## config.mk

```make
export PLATFORM = sky130hd
export DESIGN_NAME = zoned_disk_track_sector_to_offset
export DESIGN_NICKNAME = d
export VERILOG_FILES = /design/src/sv/zdts_pkg.sv /design/src/sv/zoned_disk_track_sector_to_offset.sv /design/src/sv/zdts_zone.sv
export VERILOG_INCLUDE_DIRS = /design/src /design/src/sv
export SDC_FILE = /design/constraint.sdc
export NUM_CORES = 1
export LEC_CHECK = 0
export BUFFER_PORTS_ARGS = -buffer_cell sky130_fd_sc_hd__buf_2
export CAP_MARGIN = 25
export CORE_MARGIN = 2
export CORE_UTILIZATION = 45
export DETAILED_ROUTE_END_ITERATION = 10
export PLACE_DENSITY_LB_ADDON = 0.08
export SETUP_SLACK_MARGIN = 0.05
export SKIP_CTS_REPAIR_TIMING = 1
export SYNTH_ARGS = -nofsm -noshare
export SYNTH_HDL_FRONTEND = slang
export SYNTH_SLANG_ARGS = --single-unit
```

## constraint.sdc

```tcl
create_clock -name clk_i -period 7.74 [get_ports clk_i]
set_input_delay 0.387 -clock clk_i [delete_from_list [all_inputs] [get_ports clk_i]]
set_output_delay 0.387 -clock clk_i [all_outputs]
set_load 0.02 [all_outputs]
```

## src/sv/assert_macros.svh

```systemverilog
// Assertion macros for the RTL of the track/sector translator.
`ifndef ASSERT_MACROS_SVH
`define ASSERT_MACROS_SVH

// Check a property at every clock edge outside reset.
`define ZDTS_ASSERT(label, prop, msg) \
  label: assert property (@(posedge clk_i) disable iff (!rst_ni) (prop)) else $error(msg);

// Check that a condition implies another one at the same edge.
`define ZDTS_ASSERT_IMP(label, ante, cons, msg) \
  label: assert property (@(posedge clk_i) disable iff (!rst_ni) (ante) |-> (cons)) \
    else $error(msg);

`endif

```

## src/sv/zdts_pkg.sv

```systemverilog
// Package with shared types and codes of the track/sector translator.
`timescale 1ns / 1ps
package zdts_pkg;

  // Disk format codes
  localparam logic [2:0] FMT_1541 = 3'd0;
  localparam logic [2:0] FMT_1571 = 3'd1;
  localparam logic [2:0] FMT_8050 = 3'd2;
  localparam logic [2:0] FMT_8250 = 3'd3;
  localparam logic [2:0] FMT_1581 = 3'd4;

  // Status codes
  localparam logic [1:0] STAT_OK     = 2'd0;
  localparam logic [1:0] STAT_TRACK  = 2'd1;
  localparam logic [1:0] STAT_SECTOR = 2'd2;

  // Configuration register indexes
  localparam logic REG_FORMAT = 1'b0;
  localparam logic REG_TRACKS = 1'b1;

  // Track decode: zone position of one request
  typedef struct packed {
    logic        trk_bad;  // track out of range for image or format
    logic [6:0]  rel;      // track index inside its zone, from 0
    logic [11:0] base;     // first block of the zone, side offset included
    logic [5:0]  cnt;      // sectors per track, zero on a bad track
  } decode_t;

endpackage

```

## src/sv/zoned_disk_track_sector_to_offset.sv

```systemverilog
// Top level of the zoned-disk track/sector to block and byte offset translator.
//
// Takes one request per cycle while the output side does not stall and returns
// one result per request. The result passes through four register stages: track
// decode and zone lookup, zone start multiply, sector check and block add, and
// the byte offset multiply into the output register. Stalls back up through the
// stages without loss; a bubble is filled while the output waits. Configuration
// is taken through a plain write port.
`timescale 1ns / 1ps
`include "assert_macros.svh"
module zoned_disk_track_sector_to_offset #(
  parameter int unsigned SECTOR_BYTES = 256
) (
  input  logic        clk_i,
  input  logic        rst_ni,
  input  logic        cfg_we_i,
  input  logic        cfg_idx_i,
  input  logic [7:0]  cfg_data_i,
  input  logic        valid_i,
  output logic        ready_o,
  input  logic [7:0]  track_number_i,
  input  logic [7:0]  sector_number_i,
  output logic        valid_o,
  input  logic        ready_i,
  output logic [1:0]  status_o,
  output logic [12:0] block_index_o,
  output logic [20:0] byte_offset_o,
  output logic [5:0]  sectors_in_track_o
);

  localparam logic [10:0] SecBytes = 11'(SECTOR_BYTES);

  logic [2:0] format_q;
  logic [7:0] track_count_q;

  zdts_pkg::decode_t dec;
  zdts_pkg::decode_t dec1_q;
  logic [7:0]  sector1_q;
  logic [12:0] start2_q;
  logic [7:0]  sector2_q;
  logic [5:0]  cnt2_q;
  logic        bad2_q;
  logic        secbad2_q;
  logic [1:0]  status3_q;
  logic [12:0] block3_q;
  logic [5:0]  cnt3_q;
  logic [23:0] prod;
  logic        v1_q, v2_q, v3_q, v4_q;
  logic        en1, en2, en3, en4;

  // Configuration registers
  always_ff @(posedge clk_i or negedge rst_ni) begin
    if (!rst_ni) begin
      format_q      <= 3'd0;
      track_count_q <= 8'd35;
    end else if (cfg_we_i) begin
      case (cfg_idx_i)
        zdts_pkg::REG_FORMAT: format_q      <= cfg_data_i[2:0];
        zdts_pkg::REG_TRACKS: track_count_q <= cfg_data_i;
        default:              format_q      <= format_q;
      endcase
    end
  end

  zdts_zone u_zone (
    .disk_format_i (format_q),
    .track_count_i (track_count_q),
    .track_i       (track_number_i),
    .dec_o         (dec)
  );

  // Advance a stage when it is empty or its successor moves
  assign en4     = !v4_q || ready_i;
  assign en3     = !v3_q || en4;
  assign en2     = !v2_q || en3;
  assign en1     = !v1_q || en2;
  assign ready_o = en1;
  assign valid_o = v4_q;

  // Valid bits
  always_ff @(posedge clk_i or negedge rst_ni) begin
    if (!rst_ni) begin
      v1_q <= 1'b0;
      v2_q <= 1'b0;
      v3_q <= 1'b0;
      v4_q <= 1'b0;
    end else begin
      if (en1) v1_q <= valid_i;
      if (en2) v2_q <= v1_q;
      if (en3) v3_q <= v2_q;
      if (en4) v4_q <= v3_q;
    end
  end

  assign prod = 24'(block3_q) * 24'(SecBytes);

  // Data path stages
  always_ff @(posedge clk_i) begin
    // register the decode
    if (en1) begin
      dec1_q    <= dec;
      sector1_q <= sector_number_i;
    end
    // start of the track and sector range check
    if (en2) begin
      start2_q  <= 13'(dec1_q.base) + 13'(dec1_q.rel) * 13'(dec1_q.cnt);
      sector2_q <= sector1_q;
      cnt2_q    <= dec1_q.cnt;
      bad2_q    <= dec1_q.trk_bad;
      secbad2_q <= sector1_q >= {2'b00, dec1_q.cnt};
    end
    // status and block number, zero on error
    if (en3) begin
      cnt3_q <= cnt2_q;
      if (bad2_q) begin
        status3_q <= zdts_pkg::STAT_TRACK;
        block3_q  <= 13'd0;
      end else if (secbad2_q) begin
        status3_q <= zdts_pkg::STAT_SECTOR;
        block3_q  <= 13'd0;
      end else begin
        status3_q <= zdts_pkg::STAT_OK;
        block3_q  <= start2_q + 13'(sector2_q);
      end
    end
    // byte offset and output register
    if (en4) begin
      status_o           <= status3_q;
      block_index_o      <= block3_q;
      byte_offset_o      <= prod[20:0];
      sectors_in_track_o <= cnt3_q;
    end
  end

  // Checks
  `ZDTS_ASSERT_IMP(a_err_zero, valid_o && (status_o != zdts_pkg::STAT_OK), (block_index_o == 13'd0) && (byte_offset_o == 21'd0), "error result carries nonzero address")
  `ZDTS_ASSERT_IMP(a_trk_cnt, valid_o && (status_o == zdts_pkg::STAT_TRACK), sectors_in_track_o == 6'd0, "bad track reports a sector count")
  `ZDTS_ASSERT_IMP(a_ok_cnt, valid_o && (status_o == zdts_pkg::STAT_OK), (sectors_in_track_o != 6'd0) && (sectors_in_track_o <= 6'd40), "good result has bad sector count")
  `ZDTS_ASSERT_IMP(a_no_bubble_stall, !ready_o, v1_q && v2_q && v3_q && v4_q, "input stalled with an empty stage")

endmodule

```

## src/sv/zdts_zone.sv

```systemverilog
// Track range check and speed zone lookup.
`timescale 1ns / 1ps
module zdts_zone (
  input  logic [2:0]       disk_format_i,
  input  logic [7:0]       track_count_i,
  input  logic [7:0]       track_i,
  output zdts_pkg::decode_t dec_o
);

  logic [7:0]  max_trk;
  logic [7:0]  side_len;
  logic [11:0] side_base;
  logic        second;
  logic [7:0]  t_loc;
  logic [7:0]  prev_end;
  logic [11:0] acc;
  logic [5:0]  cnt;
  logic        bad;

  // Format limits and side layout
  always_comb begin
    max_trk   = 8'd0;
    side_len  = 8'd0;
    side_base = 12'd0;
    case (disk_format_i)
      zdts_pkg::FMT_1541: begin
        max_trk  = 8'd40;
        side_len = 8'd40;
      end
      zdts_pkg::FMT_1571: begin
        max_trk   = 8'd70;
        side_len  = 8'd35;
        side_base = 12'd683;
      end
      zdts_pkg::FMT_8050: begin
        max_trk  = 8'd77;
        side_len = 8'd77;
      end
      zdts_pkg::FMT_8250: begin
        max_trk   = 8'd154;
        side_len  = 8'd77;
        side_base = 12'd2083;
      end
      zdts_pkg::FMT_1581: begin
        max_trk  = 8'd80;
        side_len = 8'd80;
      end
      default: begin
        max_trk = 8'd0;
      end
    endcase
  end

  assign bad    = (track_i == 8'd0) || (track_i > track_count_i) || (track_i > max_trk);
  assign second = (track_i > side_len);
  assign t_loc  = second ? track_i - side_len : track_i;

  // Pick the zone of the track within its side
  always_comb begin
    prev_end = 8'd0;
    acc      = 12'd0;
    cnt      = 6'd0;
    case (disk_format_i)
      zdts_pkg::FMT_1541, zdts_pkg::FMT_1571: begin
        if (t_loc <= 8'd17) begin
          cnt = 6'd21;
        end else if (t_loc <= 8'd24) begin
          prev_end = 8'd17; acc = 12'd357; cnt = 6'd19;
        end else if (t_loc <= 8'd30) begin
          prev_end = 8'd24; acc = 12'd490; cnt = 6'd18;
        end else begin
          prev_end = 8'd30; acc = 12'd598; cnt = 6'd17;
        end
      end
      zdts_pkg::FMT_8050, zdts_pkg::FMT_8250: begin
        if (t_loc <= 8'd39) begin
          cnt = 6'd29;
        end else if (t_loc <= 8'd53) begin
          prev_end = 8'd39; acc = 12'd1131; cnt = 6'd27;
        end else if (t_loc <= 8'd64) begin
          prev_end = 8'd53; acc = 12'd1509; cnt = 6'd25;
        end else begin
          prev_end = 8'd64; acc = 12'd1784; cnt = 6'd23;
        end
      end
      zdts_pkg::FMT_1581: begin
        cnt = 6'd40;
      end
      default: begin
        cnt = 6'd0;
      end
    endcase
  end

  // Pack the decode, zeroing the count on a bad track
  always_comb begin
    dec_o.trk_bad = bad;
    dec_o.rel     = 7'(t_loc - prev_end - 8'd1);
    dec_o.base    = (second ? side_base : 12'd0) + acc;
    dec_o.cnt     = bad ? 6'd0 : cnt;
  end

endmodule
```

== Word-level counts from Yosys, hierarchy flattened ==
Index checks and enable logic that the tools add are counted.

* Bits in registers: 120
* Output and inout port bits: 44
* Input port bits: 30

* Reduce and logical (&&, ||, !) cells: 17
* Add/sub/neg operators: 6
* Mux-type cells: 27
* Magnitude comparators: 10
* $mul: 1
* Bitwise logic cells: 1
* Equality and inequality tests: 4

{| class="wikitable"
|+ Operators with widths
! operator !! number
|-
| $mux 12 || 5
|-
| $pmux 12 s2 || 2
|-
| $pmux 8 s5 || 1
|-
| $mux 7 || 4
|-
| $pmux 7 s4 || 1
|-
| $le 8x5->1 const B || 3
|-
| $mux 6 || 4
|-
| $mux 10 || 2
|-
| $pmux 6 s3 || 1
|-
| $gt 8x8->1 || 2
|-
| $le 8x6->1 const B || 2
|-
| $pmux 7 s2 || 1
|-
| $add 12x13->13 || 1
|-
| $add 13x8->13 || 1
|-
| $mul 7x6->13 || 1
|-
| $add 12x12->12 || 1
|-
| $ge 8x6->1 || 1
|-
| $gt 8x7->1 || 1
|-
| $le 8x7->1 const B || 1
|-
| $logic_not 8->1 || 1
|-
| $mux 4 || 2
|-
| $mux 8 || 1
|-
| $sub 8x7->8 || 1
|-
| $sub 7x1->7 const B || 1
|-
| other kinds (12) || 25
|}

== Logic depth before layout (Yosys ltp) ==
* Depth in word-level cells: 12
* Depth in mapped cells: 27

== Cells and area by module ==
A second synthesis with hierarchy kept.

* Cells, all modules: 737
* Area total of the unflattened synthesis: 8,301.7 sq um

{| class="wikitable"
|+ By module, submodules not included
! module !! area each (sq um) !! cells each !! sequential area each (sq um) !! instances
|-
| zoned_disk_track_sector_to_offset || 6,148.4 || 445 || 3,532.1 || 1
|-
| zdts_zone || 2,153.3 || 292 || 0.0 || 1
|}

== Worst setup path before layout ==
No wires, ideal clock.

* Kind: flip-flop to flip-flop
* Start point: reg format_q[2]
* End point: reg dec1_q[24] (netlist name), data pin
* Setup time: 0.267 ns
* Data required time: 7.473 ns
* Buffers on the path: 2
* Cell stages (with the launch flop): 28
* Setup slack: 2.772 ns
* Arrival: 4.701 ns
* Cells stage by stage: dfrtp_1 > clkbuf_1 > nor2b_1 > clkinv_1 > nand2_1 > ha_1 > inv_1 > fa_1 > nand3_1 > nand2_2 > a31oi_1 > nand3b_1 > a311o_2 > and2_1 > buf_6 > mux2i_1 > nor2_1 > a31oi_1 > ha_1 > inv_1 > fa_1 > inv_1 > a21oi_1 > o21bai_1 > a21o_1 > a21oi_1 > xor2_1 > xnor2_1

{| class="wikitable"
|+ RTL lines
! what !! RTL line !! text
|-
| start, declared || zoned_disk_track_sector_to_offset.sv:33 || <nowiki>logic [2:0] format_q;</nowiki>
|-
| start signal, assigned || zoned_disk_track_sector_to_offset.sv:58 || <nowiki>zdts_pkg::REG_FORMAT: format_q <= cfg_data_i[2:0];</nowiki>
|-
| start signal, assigned || zoned_disk_track_sector_to_offset.sv:60 || <nowiki>default: format_q <= format_q;</nowiki>
|-
| end signal, assigned || zoned_disk_track_sector_to_offset.sv:101 || <nowiki>dec1_q <= dec;</nowiki>
|-
| end, declared || zoned_disk_track_sector_to_offset.sv:37 || <nowiki>zdts_pkg::decode_t dec1_q;</nowiki>
|}

==> metrics <==
CP Launch Type=flop; Reg2Reg Depth=22; Worst R2R End=dec1_q[24]; Worst Path Required=around 7.9 ns; fmax=between 0.15 and 0.2 GHz; relative slew slack=between 40% and 50%; Final min period=5.96 ns; Cell Pwr Density=~340 mW/mm^2; highest-count cells in the layout ignoring fill and taps=edfxtp_1, inv_1, ha_1; cell internal pwr=2.02 mW; total CTS buffers=17; Clock Tree Root=clkbuf_16; Slew Limit Fails=0; max_cap viols=0; CP endpoint=dec1_q[24]; Worst VDD drop=0.195 mV; warnings from Yosys=0; H-tree Lvls=4; CP max stage cell=a221oi_1; status=finished, final reports clean; met2 Usage GRT=32.9%; fillers=~1.6k; pin count of the biggest net entering global routing=31; Post-synth top flop=edfxtp_1; CP startpoint=format_q[1]; CTS Sinks=120; Port Buffers=65; Total GRT Usage=between 10% and 20%; Starting Density=between 40% and 50%; Total Wirelength=~17,000 um; CP Max Fanout=13; ANT cells=0; routability-driven placement congestion ratio=0.922; crit share post-route=roughly three quarters; RSZ-0062 raised after global routing=no; vias in the first global route=around 5.8k; cell chain of the critical path=nor2b_1 > clkinv_1 > and2_1 > ha_1 > nand4_1 > nor2_1 > a21o_1 > a221oi_1 > and2_1 > mux2i_1 > nor2_1 > a31oi_1 > ha_1 > inv_1 > fa_1 > inv_1 > a21oi_1 > o21bai_1 > a21o_1 > a21oi_1 > xor2_1 > xnor2_1; flop-to-flop setup slack=~1.8 ns; commonest non-fill, non-tap cell in the layout=edfxtp_1; layout net count=946; grt total ovfl=0; layout cell share with drive strength beyond 1=~17%; pre-CTS WS=approximately 1.8 ns; cell depth of the worst setup path=22; Core Area=0.0180 sq mm; met3 GRT Util=3.03%; Async SR Flop Fraction=12.5%; maximum root-to-sink buffer count=2; switching share of total power=between 30% and 40%; R2R Path Start=format_q[1]; final setup fails=0; part of the power in registers=about 34%; ANT nets after route=0; WP buf/inv=3; switching power=approximately 1.1 mW; Top Family by Delay on Critical Path=compound AO/OA/AOI/OAI gates; clk slew on worst S/H paths=about 0.050 ns; Die Area=between 0.015 and 0.02 sq mm; Design Power=between 3 and 4 mW; first-pass GRT wire length=between 20,000 and 30,000 um; Post-Syn Area=slightly above 0.008 sq mm; First DRT Iteration DRCs=220; Clk network pwr share=25.7%; setup ws final=around 1.8 ns; Gate power share=around two fifths; #FFs+latches synth=120; HPWL Detailed=around 14,000 um; worst skew pair latency=about 0.42 ns; placed instance area=between 0.008 and 0.009 sq mm; GR Util met1=a little under a quarter; Worst Max-Slew Pin Slew=around 0.9 ns; Die Ht=approximately 140 um; Final Cell Area=a little over 0.009 sq mm; Ports=74; CP Capture Type=flop; CP Class=reg2reg; Synth cell types=79; Final Hold Viols=0; DRC=0; Syn Area/Cell=between 10 and 15 sq um; Hold Slack=0.143 ns; die width=140 um; via count=roughly 5.5k; Via density=5.23; grt peak-use layer=met2; antenna violations before repair=0; clk_skew=around 0.013 ns; post-synthesis sequential area ratio=a little over two fifths; synthesized instance count=roughly 750; total negative slack=0 ns; leakage=4.11 nW; CTS tree=done; crit path DAT=roughly 6.1 ns; drt first pass iters=4; EDFF count, synth=approximately 110; WL/cell=between 15 and 20 um; Hold Crit Class=in2reg; # rows=just under 50; area delta synth->final=12.1%; max incr delay on CP=between 0.6 and 0.7 ns
## final cells by class
type                       instances  area [sq um]  area share [%]
sequential                       120          3530            38.1
tap                              229           287            3.09
multi-input combinational        512          4180            45.1
clock inverter                    10           151            1.63
timing repair buffer              68           350            3.78
clock buffer                      22           444            4.79
inverter                          87           327            3.52
## sequential cells by signal, summed over array words and instances, names as in the netlist, 3 cells and up
register	count
sector2_q	8
format_q	3
cnt2_q	6
dec1_q	26
sectors_in_track_o	6
sector1_q	8
track_count_q	8
start2_q	13
cnt3_q	6
block_index_o	13
block3_q	13
## through the flow
| stage | instances | utilization [%] |
|---|---|---|
| floorplan | 753 | - |
| global placement | 1015 | 48.1 |
| detailed placement | 1015 | 48.1 |
| CTS | 1047 | 51.4 |
| global route | 1048 | 51.4 |
| finish | 1048 | 51.4 |
## Yosys cell counts, types with 3 or more instances
cell      count  share of area (%)
a21o_1       13                1.2
a31oi_1       3               0.23
nand2b_1      9               0.68
and3_1        6               0.45
o21bai_1      7               0.64
ha_1         76                 11
and2_1       23                1.7
a21boi_0      3               0.27
xor2_1       11                1.2
clkbuf_1      4               0.18
xnor2_1      25                2.6
mux2i_1       3               0.36
o21ai_0      25                1.5
inv_1        85                3.9
a211oi_1      4               0.36
edfxtp_1    105                 38
a21oi_1      33                2.0
nor2_1       43                2.0
nor3_1       11               0.67
nand3_1      16               0.97
nand2_1      58                2.6
a21oi_2       4               0.42
nor2b_1      17                1.3
buf_4        23                2.1
dfstp_2       3               0.95
mux2_2       11                1.5
buf_6         4               0.54
fa_1         34                8.2
o211ai_1      3               0.27
or2_2         3               0.23
dfrtp_1      12                3.6
o21a_1        7               0.64
## worst min-delay path by stage
stage	endpoint	cells past startpoint	start	slack, ns
after CTS	valid_o	1	rst_ni	-0.12
after floorplan	format_q[0]	0	rst_ni	0.09
final	sector1_q[1]	1	sector_number_i[1]	0.14
after detailed placement	valid_o	1	rst_ni	0.33
after global placement	valid_o	1	rst_ni	0.32
after global routing	sector1_q[3]	1	sector_number_i[3]	0.13
## power by group through the flow
stage	sequential, mW	combinational (mW)	clock (mW)
final	1.05	1.27	0.804
after global routing	1.07	1.46	0.851
after CTS	1.05	1.29	0.823
after detailed placement	1.06	1.28	0
after global placement	1.06	1.26	0
after floorplan	1.03	1.01	0
## metal layers
metal / vias up / routed length [um]
met5: - / 0
met4: 0 / 398
met3: 31 / 505
met2: 110 / 8750
met1: 2644 / 7820
li1: 2696 / -
## kinds of logic (layout without fill, tap and decap cells)
logic type,Yosys count,count (layout),share of synthesized area (%)
simple gates,211,211,13.1
compound gates,131,131,11.3
buf+inv,121,187,7.11
flops,120,120,42.7
fa+ha+maj,110,110,19.7
xor+xnor,36,36,3.81
mux,16,16,2.22
other cells,1,8,0.0453
(Power assumes the default switching activity.)
